[src/design/cps_pkg.sv]
package cps_pkg;

  localparam int MAX_REGION_WIDTH_DEF = 4096;
  localparam int QUEUE_DEPTH = 4;

  localparam int CFG_ADDR_W = 4;
  localparam int THR_W = 11;

  localparam logic [1:0] REG_REGION_LEFT    = 2'd0;
  localparam logic [1:0] REG_REGION_HEIGHT  = 2'd1;
  localparam logic [1:0] REG_DARK_THRESHOLD = 2'd2;

  localparam logic [11:0] LEFT_RESET      = 12'd0;
  localparam logic [12:0] HEIGHT_RESET    = 13'd32;
  localparam logic [7:0]  THRESHOLD_RESET = 8'd200;

  // floor(h*15/100) = (h * 15 * ceil(2^24/100)) >> 24 for every 13-bit height.
  localparam logic [21:0] GAP_MULT   = 22'd2516595;
  localparam logic [21:0] WIDTH_MULT = 22'd1342184;
  localparam int RECIP_SHIFT = 24;
  localparam logic [THR_W-1:0] GAP_FLOOR   = 11'd4;
  localparam logic [THR_W-1:0] WIDTH_FLOOR = 11'd3;
  localparam logic [THR_W-1:0] GAP_RESET   = 11'd4;
  localparam logic [THR_W-1:0] WIDTH_RESET = 11'd3;

  localparam logic [11:0] COUNT_MAX = 12'd4095;

  localparam logic KIND_SEGMENT = 1'b0;
  localparam logic KIND_SUMMARY = 1'b1;

  typedef enum logic [1:0] {
    PH_RUN,
    PH_CLOSE,
    PH_SUMMARY
  } back_phase_t;

  typedef struct packed {
    logic [11:0]      left;
    logic [THR_W-1:0] gap;
    logic [THR_W-1:0] width;
  } seg_cfg_t;

endpackage

[src/design/cps_front.sv]
module cps_front #(
  parameter int MAX_REGION_WIDTH = cps_pkg::MAX_REGION_WIDTH_DEF,
  localparam int CW = $clog2(MAX_REGION_WIDTH + 1)
) (
  input  logic          clk,
  input  logic          rst_n,
  input  logic          accept,
  input  logic [7:0]    pixel,
  input  logic          column_end,
  input  logic          region_end,
  input  logic [7:0]    dark_threshold,
  output logic          push,
  output logic          ev_run,
  output logic          ev_region_end,
  output logic [CW-1:0] ev_begin,
  output logic [CW-1:0] ev_finish
);

  logic [CW-1:0] col_r, col_nxt;
  logic [CW-1:0] rb_r, rb_nxt;
  logic          ink_r, ink_nxt;
  logic          run_r, run_nxt;
  logic          ink;

  always_comb begin
    col_nxt       = col_r;
    rb_nxt        = rb_r;
    ink_nxt       = ink_r;
    run_nxt       = run_r;
    ev_run        = 1'b0;
    ev_begin      = rb_r;
    ev_finish     = col_r;
    ev_region_end = 1'b0;
    ink           = ink_r | (pixel < dark_threshold);
    if (accept) begin
      ink_nxt = ink;
      if (column_end || region_end) begin
        if (col_r < CW'(MAX_REGION_WIDTH)) begin
          if (ink && !run_r) begin
            rb_nxt  = col_r;
            run_nxt = 1'b1;
          end else if (!ink && run_r) begin
            ev_run    = 1'b1;
            ev_begin  = rb_r;
            ev_finish = col_r;
            run_nxt   = 1'b0;
          end
          col_nxt = col_r + 1'b1;
        end
        ink_nxt = 1'b0;
      end
      if (region_end) begin
        if (run_nxt) begin
          ev_run    = 1'b1;
          ev_begin  = rb_nxt;
          ev_finish = col_nxt;
        end
        ev_region_end = 1'b1;
        col_nxt       = '0;
        rb_nxt        = '0;
        ink_nxt       = 1'b0;
        run_nxt       = 1'b0;
      end
    end
    push = ev_run | ev_region_end;
  end

  always_ff @(posedge clk) begin
    if (!rst_n) begin
      col_r <= '0;
      rb_r  <= '0;
      ink_r <= 1'b0;
      run_r <= 1'b0;
    end else begin
      col_r <= col_nxt;
      rb_r  <= rb_nxt;
      ink_r <= ink_nxt;
      run_r <= run_nxt;
    end
  end

endmodule

[src/design/cps_queue.sv]
module cps_queue #(
  parameter int WIDTH = 8,
  parameter int DEPTH = cps_pkg::QUEUE_DEPTH,
  localparam int AW = $clog2(DEPTH),
  localparam int NW = $clog2(DEPTH + 1)
) (
  input  logic             clk,
  input  logic             rst_n,
  input  logic             push,
  input  logic [WIDTH-1:0] push_data,
  input  logic             pop,
  output logic [WIDTH-1:0] head,
  output logic             head_valid,
  output logic             full
);

  logic [WIDTH-1:0] slot_r [DEPTH];
  logic [AW-1:0]    wr_r, wr_nxt;
  logic [AW-1:0]    rd_r, rd_nxt;
  logic [NW-1:0]    cnt_r, cnt_nxt;
  logic             do_push, do_pop;

  assign full       = (cnt_r == NW'(DEPTH));
  assign head_valid = (cnt_r != '0);
  assign head       = slot_r[rd_r];
  assign do_push    = push && !full;
  assign do_pop     = pop && head_valid;

  always_comb begin
    wr_nxt  = wr_r;
    rd_nxt  = rd_r;
    cnt_nxt = cnt_r;
    if (do_push) begin
      wr_nxt = (wr_r == AW'(DEPTH - 1)) ? '0 : wr_r + 1'b1;
    end
    if (do_pop) begin
      rd_nxt = (rd_r == AW'(DEPTH - 1)) ? '0 : rd_r + 1'b1;
    end
    if (do_push && !do_pop) begin
      cnt_nxt = cnt_r + 1'b1;
    end else if (!do_push && do_pop) begin
      cnt_nxt = cnt_r - 1'b1;
    end
  end

  always_ff @(posedge clk) begin
    if (!rst_n) begin
      wr_r  <= '0;
      rd_r  <= '0;
      cnt_r <= '0;
    end else begin
      wr_r  <= wr_nxt;
      rd_r  <= rd_nxt;
      cnt_r <= cnt_nxt;
    end
  end

  always_ff @(posedge clk) begin
    if (do_push) begin
      slot_r[wr_r] <= push_data;
    end
  end

endmodule

[src/design/cps_back.sv]
module cps_back #(
  parameter int MAX_REGION_WIDTH = cps_pkg::MAX_REGION_WIDTH_DEF,
  localparam int CW = $clog2(MAX_REGION_WIDTH + 1)
) (
  input  logic              clk,
  input  logic              rst_n,
  input  cps_pkg::seg_cfg_t cfg,
  input  logic              head_valid,
  input  logic              head_run,
  input  logic              head_region_end,
  input  logic [CW-1:0]     head_begin,
  input  logic [CW-1:0]     head_finish,
  output logic              pop,
  output logic              out_valid,
  input  logic              out_stall,
  output logic              out_record_kind,
  output logic [12:0]       out_seg_begin,
  output logic [12:0]       out_seg_finish,
  output logic [11:0]       out_segment_total,
  output logic              out_final_record
);

  localparam int DW = CW + cps_pkg::THR_W;
  localparam int SW = ((CW > 12) ? CW : 12) + 1;

  cps_pkg::back_phase_t phase_r, phase_nxt;

  logic          pv_r, pv_nxt;
  logic [CW-1:0] pb_r, pb_nxt;
  logic [CW-1:0] pf_r, pf_nxt;
  logic [11:0]   cnt_r, cnt_nxt;

  logic          ov_r, ov_nxt;
  logic          kind_r, kind_nxt;
  logic [12:0]   begin_r, begin_nxt;
  logic [12:0]   finish_r, finish_nxt;
  logic [11:0]   total_r, total_nxt;
  logic          final_r, final_nxt;

  logic          free;
  logic          merge_ok;
  logic          wide_ok;
  logic          emit_seg;
  logic [SW-1:0] abs_begin, abs_finish;

  assign free      = !ov_r || !out_stall;
  assign merge_ok  = pv_r && (head_begin >= pf_r) &&
                     (DW'(head_begin - pf_r) < DW'(cfg.gap));
  assign wide_ok   = pv_r && (pf_r >= pb_r) && (DW'(pf_r - pb_r) >= DW'(cfg.width));
  assign abs_begin  = SW'(cfg.left) + SW'(pb_r);
  assign abs_finish = SW'(cfg.left) + SW'(pf_r);

  always_comb begin
    phase_nxt  = phase_r;
    pv_nxt     = pv_r;
    pb_nxt     = pb_r;
    pf_nxt     = pf_r;
    cnt_nxt    = cnt_r;
    pop        = 1'b0;
    emit_seg   = 1'b0;
    ov_nxt     = ov_r && out_stall;
    kind_nxt   = kind_r;
    begin_nxt  = begin_r;
    finish_nxt = finish_r;
    total_nxt  = total_r;
    final_nxt  = final_r;

    case (phase_r)
      cps_pkg::PH_RUN: begin
        if (head_valid) begin
          if (!head_run) begin
            phase_nxt = cps_pkg::PH_CLOSE;
          end else if (merge_ok) begin
            pf_nxt = head_finish;
            if (head_region_end) begin
              phase_nxt = cps_pkg::PH_CLOSE;
            end else begin
              pop = 1'b1;
            end
          end else if (!wide_ok || free) begin
            emit_seg = wide_ok;
            pv_nxt   = 1'b1;
            pb_nxt   = head_begin;
            pf_nxt   = head_finish;
            if (head_region_end) begin
              phase_nxt = cps_pkg::PH_CLOSE;
            end else begin
              pop = 1'b1;
            end
          end
        end
      end
      cps_pkg::PH_CLOSE: begin
        if (!wide_ok || free) begin
          emit_seg  = wide_ok;
          pv_nxt    = 1'b0;
          phase_nxt = cps_pkg::PH_SUMMARY;
        end
      end
      cps_pkg::PH_SUMMARY: begin
        if (free) begin
          ov_nxt     = 1'b1;
          kind_nxt   = cps_pkg::KIND_SUMMARY;
          begin_nxt  = '0;
          finish_nxt = '0;
          total_nxt  = cnt_r;
          final_nxt  = 1'b1;
          pv_nxt     = 1'b0;
          pb_nxt     = '0;
          pf_nxt     = '0;
          cnt_nxt    = '0;
          pop        = 1'b1;
          phase_nxt  = cps_pkg::PH_RUN;
        end
      end
      default: begin
        phase_nxt = cps_pkg::PH_RUN;
      end
    endcase

    if (emit_seg) begin
      ov_nxt     = 1'b1;
      kind_nxt   = cps_pkg::KIND_SEGMENT;
      begin_nxt  = 13'(abs_begin);
      finish_nxt = 13'(abs_finish);
      total_nxt  = '0;
      final_nxt  = 1'b0;
      if (cnt_r != cps_pkg::COUNT_MAX) begin
        cnt_nxt = cnt_r + 1'b1;
      end
    end
  end

  always_ff @(posedge clk) begin
    if (!rst_n) begin
      phase_r <= cps_pkg::PH_RUN;
      pv_r    <= 1'b0;
      pb_r    <= '0;
      pf_r    <= '0;
      cnt_r   <= '0;
      ov_r    <= 1'b0;
    end else begin
      phase_r <= phase_nxt;
      pv_r    <= pv_nxt;
      pb_r    <= pb_nxt;
      pf_r    <= pf_nxt;
      cnt_r   <= cnt_nxt;
      ov_r    <= ov_nxt;
    end
  end

  always_ff @(posedge clk) begin
    kind_r   <= kind_nxt;
    begin_r  <= begin_nxt;
    finish_r <= finish_nxt;
    total_r  <= total_nxt;
    final_r  <= final_nxt;
  end

  assign out_valid         = ov_r;
  assign out_record_kind   = kind_r;
  assign out_seg_begin     = begin_r;
  assign out_seg_finish    = finish_r;
  assign out_segment_total = total_r;
  assign out_final_record  = final_r;

endmodule

[src/design/column_projection_segmenter.sv]
// Column projection segmenter. One pixel transfer is accepted every clock cycle, column by
// column; a column that holds any pixel darker than dark_threshold counts as ink. The front
// end tracks ink runs and hands finished runs and region ends through a four-entry queue to
// the back end, which merges runs, filters narrow ones and drives a registered output. The
// back end retires finished runs one by one and takes a region end through the last run,
// the pending segment and the summary in turn. The input therefore stalls when the queue
// fills, either behind a stalled consumer or when region ends arrive faster than the back
// end closes them for long enough, as with a stream of regions that are only one or two
// pixels each. Write the registers only while no region is in flight; the gap and width
// thresholds are derived from region_height as it is written.
module column_projection_segmenter #(
  parameter int MAX_REGION_WIDTH = cps_pkg::MAX_REGION_WIDTH_DEF
) (
  input  logic                           clk,
  input  logic                           rst_n,
  input  logic                           in_valid,
  output logic                           in_stall,
  input  logic [7:0]                     in_pixel,
  input  logic                           in_column_end,
  input  logic                           in_region_end,
  output logic                           out_valid,
  input  logic                           out_stall,
  output logic                           out_record_kind,
  output logic [12:0]                    out_seg_begin,
  output logic [12:0]                    out_seg_finish,
  output logic [11:0]                    out_segment_total,
  output logic                           out_final_record,
  input  logic                           cfg_psel,
  input  logic                           cfg_penable,
  input  logic                           cfg_pwrite,
  input  logic [cps_pkg::CFG_ADDR_W-1:0] cfg_paddr,
  input  logic [31:0]                    cfg_pwdata,
  output logic [31:0]                    cfg_prdata,
  output logic                           cfg_pready
);

  localparam int CW = $clog2(MAX_REGION_WIDTH + 1);
  localparam int EW = 2 + 2 * CW;

  logic [11:0]               left_r;
  logic [12:0]               height_r;
  logic [7:0]                thr_r;
  logic [cps_pkg::THR_W-1:0] gap_r, gap_nxt;
  logic [cps_pkg::THR_W-1:0] wid_r, wid_nxt;
  logic [34:0]               gap_prod, wid_prod;
  logic [cps_pkg::THR_W-1:0] gap_raw, wid_raw;
  logic                      cfg_wr;
  logic [1:0]                cfg_idx;
  cps_pkg::seg_cfg_t         seg_cfg;

  logic          in_accept;
  logic          q_push, q_pop, q_full, q_head_valid;
  logic          ev_run, ev_region_end;
  logic [CW-1:0] ev_begin, ev_finish;
  logic [EW-1:0] q_in, q_head;

  assign cfg_pready = 1'b1;
  assign cfg_wr     = cfg_psel && cfg_penable && cfg_pwrite;
  assign cfg_idx    = cfg_paddr[3:2];

  assign gap_prod = 35'(cfg_pwdata[12:0]) * 35'(cps_pkg::GAP_MULT);
  assign wid_prod = 35'(cfg_pwdata[12:0]) * 35'(cps_pkg::WIDTH_MULT);
  assign gap_raw  = gap_prod[cps_pkg::RECIP_SHIFT +: cps_pkg::THR_W];
  assign wid_raw  = wid_prod[cps_pkg::RECIP_SHIFT +: cps_pkg::THR_W];
  assign gap_nxt  = (gap_raw > cps_pkg::GAP_FLOOR) ? gap_raw : cps_pkg::GAP_FLOOR;
  assign wid_nxt  = (wid_raw > cps_pkg::WIDTH_FLOOR) ? wid_raw : cps_pkg::WIDTH_FLOOR;

  always_ff @(posedge clk) begin
    if (!rst_n) begin
      left_r   <= cps_pkg::LEFT_RESET;
      height_r <= cps_pkg::HEIGHT_RESET;
      thr_r    <= cps_pkg::THRESHOLD_RESET;
      gap_r    <= cps_pkg::GAP_RESET;
      wid_r    <= cps_pkg::WIDTH_RESET;
    end else if (cfg_wr) begin
      case (cfg_idx)
        cps_pkg::REG_REGION_LEFT: begin
          left_r <= cfg_pwdata[11:0];
        end
        cps_pkg::REG_REGION_HEIGHT: begin
          height_r <= cfg_pwdata[12:0];
          gap_r    <= gap_nxt;
          wid_r    <= wid_nxt;
        end
        cps_pkg::REG_DARK_THRESHOLD: begin
          thr_r <= cfg_pwdata[7:0];
        end
        default: begin
        end
      endcase
    end
  end

  always_comb begin
    case (cfg_idx)
      cps_pkg::REG_REGION_LEFT:    cfg_prdata = 32'(left_r);
      cps_pkg::REG_REGION_HEIGHT:  cfg_prdata = 32'(height_r);
      cps_pkg::REG_DARK_THRESHOLD: cfg_prdata = 32'(thr_r);
      default:                     cfg_prdata = '0;
    endcase
  end

  assign seg_cfg.left  = left_r;
  assign seg_cfg.gap   = gap_r;
  assign seg_cfg.width = wid_r;

  assign in_stall  = q_full;
  assign in_accept = in_valid && !q_full;

  cps_front #(
    .MAX_REGION_WIDTH(MAX_REGION_WIDTH)
  ) u_front (
    .clk           (clk),
    .rst_n         (rst_n),
    .accept        (in_accept),
    .pixel         (in_pixel),
    .column_end    (in_column_end),
    .region_end    (in_region_end),
    .dark_threshold(thr_r),
    .push          (q_push),
    .ev_run        (ev_run),
    .ev_region_end (ev_region_end),
    .ev_begin      (ev_begin),
    .ev_finish     (ev_finish)
  );

  assign q_in = {ev_run, ev_region_end, ev_begin, ev_finish};

  cps_queue #(
    .WIDTH(EW),
    .DEPTH(cps_pkg::QUEUE_DEPTH)
  ) u_queue (
    .clk       (clk),
    .rst_n     (rst_n),
    .push      (q_push),
    .push_data (q_in),
    .pop       (q_pop),
    .head      (q_head),
    .head_valid(q_head_valid),
    .full      (q_full)
  );

  cps_back #(
    .MAX_REGION_WIDTH(MAX_REGION_WIDTH)
  ) u_back (
    .clk              (clk),
    .rst_n            (rst_n),
    .cfg              (seg_cfg),
    .head_valid       (q_head_valid),
    .head_run         (q_head[EW-1]),
    .head_region_end  (q_head[EW-2]),
    .head_begin       (q_head[2*CW-1:CW]),
    .head_finish      (q_head[CW-1:0]),
    .pop              (q_pop),
    .out_valid        (out_valid),
    .out_stall        (out_stall),
    .out_record_kind  (out_record_kind),
    .out_seg_begin    (out_seg_begin),
    .out_seg_finish   (out_seg_finish),
    .out_segment_total(out_segment_total),
    .out_final_record (out_final_record)
  );

  a_no_overflow: assert property (@(posedge clk) disable iff (!rst_n)
    q_push |-> !q_full)
    else $error("queue written while full");

  a_no_underflow: assert property (@(posedge clk) disable iff (!rst_n)
    q_pop |-> q_head_valid)
    else $error("queue read while empty");

  a_summary_shape: assert property (@(posedge clk) disable iff (!rst_n)
    (out_valid && (out_record_kind == cps_pkg::KIND_SUMMARY)) |->
      (out_final_record && (out_seg_begin == 13'd0) && (out_seg_finish == 13'd0)))
    else $error("malformed summary record");

endmodule
[config.mk]
export PLATFORM = sky130hd
export DESIGN_NAME = column_projection_segmenter
export DESIGN_NICKNAME = d
export VERILOG_FILES = /design/src/design/cps_pkg.sv /design/src/design/cps_front.sv /design/src/design/cps_queue.sv /design/src/design/cps_back.sv /design/src/design/column_projection_segmenter.sv
export SDC_FILE = /design/constraint.sdc
export NUM_CORES = 1
export LEC_CHECK = 0
export BUFFER_PORTS_ARGS = -buffer_cell sky130_fd_sc_hd__buf_2
export CAP_MARGIN = 20
export CORE_ASPECT_RATIO = 0.5
export CORE_MARGIN = 1.5
export CORE_UTILIZATION = 45
export DETAILED_ROUTE_END_ITERATION = 7
export PLACE_DENSITY = 0.66
export SYNTH_ARGS = -nofsm -noshare
export SYNTH_HDL_FRONTEND = slang
export SYNTH_SLANG_ARGS = --single-unit
[constraint.sdc]
create_clock -name clk -period 19.9 [get_ports clk]
set_clock_uncertainty 0.1 [all_clocks]
set_input_delay 2.985 -clock clk [delete_from_list [all_inputs] [get_ports clk]]
set_output_delay 2.985 -clock clk [all_outputs]
set_load 0.05 [all_outputs]
==> results.py <==
metrics = {
    "status": {
        "outcome": "finished clean",
    },
    "global_route": {
        "grt_pass1_vias": 15800,
        "grtUsageTotal_pct": 20.9,
        "gr-total-overflow": 0,
        "grt_max_degree": 61,
        "antenna_found_initial": 1,
        "grt_pass1_wl_um": 84200,
    },
    "synth": {
        "yosysMostFrequentCell": "inv_1",
        "netlist_instances": 2240,
        "netlist_area_um2": 22100,
        "synthFlopType": "dfxtp_1",
        "synth.area.top_cells": "edfxtp_1, ha_1, fa_1",
        "ys_seq_area_share_pct": 32.0,
        "synth_commonest_cells": "inv_1, ha_1, nand2_1, a21oi_1, fa_1",
        "synth_largest_area_cell": "edfxtp_1",
        "ys_types": 84,
        "synthArstFlopShare_pct": 0,
        "yosys_warnings": 0,
        "ys_seq_elements": 284,
        "postSynthAreaPerCell_um2": 9.87,
        "synth_edf_count": 138,
        "yosys.area.top_type_share_pct": 18.7,
    },
    "setup_path": {
        "critPathLaunchType": "input pin",
        "path_max_fanout": 11,
        "cp.arrival_ps": 9560,
        "crit_path_top_delay_cell": "fa_1",
        "cp-end-kind": "register",
        "crit_chain": "buf_2, inv_1, ha_1, fa_1, fa_1, inv_1, fa_1, inv_1, fa_1, inv_1, ha_1, nand4_1, nor3_1, and3b_1, o21ai_0, a311oi_1, o21a_1, a221oi_1, or3_1, o311ai_1, o21ai_0",
        "max_stage_delay_ps": 560,
        "required_ps": 20220,
        "crit_type": "input pin to register",
        "r2r_cells": 22,
    },
    "die": {
        "die_h_um": 160,
        "core_um2": 48500,
        "die_area_um2": 50600,
        "row_count": 57,
        "die_w_um": 316,
        "ios": 128,
        "start_util_pct": 45.6,
    },
    "pwr": {
        "p_comb_share_pct": 63.5,
        "p_seq_share_pct": 21.0,
        "pwr_density_cell_nw_per_um2": 147,
        "p_leak_nw": 10.6,
        "clock_power_share_pct": 15.5,
        "p_int_mw": 1.94,
        "peakVddDrop_mv": 0.0710,
        "p_sw_mw": 1.61,
        "swShare_pct": 45.3,
    },
    "sta": {
        "slew_headroom_pct": 33.1,
        "fin_ws_ps": 10660,
        "rsz0062_at_grt": "false",
        "fin_setup_tns_ps": 0,
        "setup_viol": 0,
        "max_freq_mhz": 108,
        "tightest_slew_ps": 1000,
        "layout_min_cycle_time_ps": 9240,
        "hold_violations": 0,
        "period_share_pct": 46.4,
        "slew_violations": 0,
        "fin_hold_ws_ps": 350,
    },
    "clocking": {
        "cts_tree": "done",
        "clock-root-buffer": "clkbuf_16",
        "clkTransAtPathRegs_ps": 60,
        "cts_resized": 0,
        "cts.path.max_buffers": 3,
        "clkLatencyLatePin_ps": 560,
        "cts-hold-fix-buffers": 0,
        "ctsHtreeMaxLevel": 1,
        "clock-sinks": 284,
        "post-cts-setup-buffers": 0,
        "cts_made_buffers": 29,
    },
    "flow_run": {
        "maxCapViolCount": 0,
    },
    "final_layout": {
        "fin_util_pct": 49.6,
        "layout.nets": 2766,
        "layout-drive-gt1-share_pct": 9.83,
        "syn_to_final_growth_pct": 8.83,
        "fillers": 4506,
    },
    "routing": {
        "drtPass1Iterations": 5,
        "wire_per_inst_um": 17.6,
        "dr_total_vias": 16000,
        "routed_wl_um": 52300,
        "drc": 0,
        "postRouteAntennaNets": 0,
        "via_per_inst": 5.38,
        "drt_iter0_drc": 1127,
    },
    "placement": {
        "io_buffers": 86,
        "place_congestion": 0.914,
        "hpwl_um": 40400,
        "dp_slack_ps": 10280,
    },
    "worst_hold_path": {
        "hold_depth": 2,
        "hp-class": "register to register",
    },
}
[sequential cells by signal (all words and copies together) (netlist names), 3 cells and up, named ones only]
| register | cells |
|---|---|
| u_back.out_seg_finish | 13 |
| left_r | 12 |
| u_queue.cnt_r | 3 |
| u_back.cnt_r | 12 |
| gap_r | 11 |
| thr_r | 8 |
| u_back.pb_r | 13 |
| height_r | 13 |
| u_front.rb_r | 13 |
| u_front.col_r | 13 |
| u_queue.slot_r | 112 |
| u_back.out_seg_begin | 13 |
| u_back.out_segment_total | 12 |
| u_back.pf_r | 13 |
| wid_r | 10 |
[placed cells by master, fill, tap and decap left out, types with 15 or more instances in the layout]
master     count
a211oi_1      15
a21o_1        36
a21oi_1      155
a31oi_1       21
and2_1        16
and3_1        19
buf_2         86
buf_4         18
clkbuf_16     29
conb_1        20
dfxtp_1      145
edfxtp_1     138
fa_1         153
ha_1         263
inv_1        341
mux2i_1       31
mux4_2        28
nand2_1      218
nand3_1       40
nor2_1        97
nor2b_1       17
nor3_1        43
o211ai_1      16
o21ai_0       68
or3_1         20
xnor2_1       33
xor2_1        36
[layer usage]
| layer | vias up | part of all wire (%) | GRT usage [%] |
|---|---|---|---|
| li1 | 7773 | - | - |
| met1 | 7754 | 46 | 29.6 |
| met2 | 369 | 46 | 33.9 |
| met3 | 89 | 4.5 | 2.29 |
| met4 | 0 | 2.9 | 5.87 |
| met5 | - | 0 | 0 |
[cell families (layout without fill, tap and decap cells)]
| kind of cell | count (synthesis) | count (layout) | synth area share (%) |
|---|---|---|---|
| buffers and inverters | 439 | 501 | 7.95 |
| AO/OA/AOI/OAI | 408 | 408 | 11.7 |
| adder cells (fa/ha/maj) | 416 | 416 | 28.7 |
| XOR/XNOR | 69 | 69 | 2.73 |
| other | 2 | 21 | 0.0340 |
| flip-flops | 284 | 284 | 32.0 |
| AND/OR/NAND/NOR | 549 | 549 | 11.9 |
| multiplexers | 73 | 73 | 4.97 |
[final timing paths]
check | start | to | slack, ps
setup / recovery | cfg_pwdata[5] | gap_r[1] | 10660
hold / removal | u_back.out_segment_total[6] | u_back.out_segment_total[6] | 350
setup reg to reg | register | u_back.cnt_r[6] | 13450
hold reg to reg | u_back.out_segment_total[6] | u_back.out_segment_total[6] | 350
[cell type report]
cell class | count | area [um2] | share of cell area (%)
Antenna cell | 1 | 2.50 | 0.0104
Clock inverter | 10 | 126 | 0.525
Multi-Input combinational cell | 1535 | 13400 | 55.6
Clock buffer | 44 | 822 | 3.42
Sequential cell | 284 | 7070 | 29.4
Timing Repair Buffer | 105 | 571 | 2.37
Tap cell | 649 | 812 | 3.37
Inverter | 342 | 1280 | 5.34
[power by group through the flow]
stage / logic (mW) / clock network (mW) / registers [mW]
3_5_place_dp: 2.25 / 0 / 0.757
3_3_place_gp: 2.20 / 0 / 0.756
6_report: 2.25 / 0.549 / 0.746
4_1_cts: 2.26 / 0.560 / 0.745
5_1_grt: 2.55 / 0.582 / 0.753
2_1_floorplan: 1.69 / 0 / 0.814
[through the flow]
stage          instances  total power, mW  area, um2
3_5_place_dp        2914             3.00      23100
6_report            2970             3.55      24100
5_1_grt             2970             3.88      24100
4_1_cts             2968             3.57      24100
2_1_floorplan       2258             2.50      22200
3_3_place_gp        2914             2.96      23100
[worst max-delay path: cells and delay by family]
kind	cells	cell delay, ps
compound gates	6	1630
fa+ha+maj	6	2850
buf+inv	5	760
simple gates	4	1310
(Power assumes the default switching activity.)
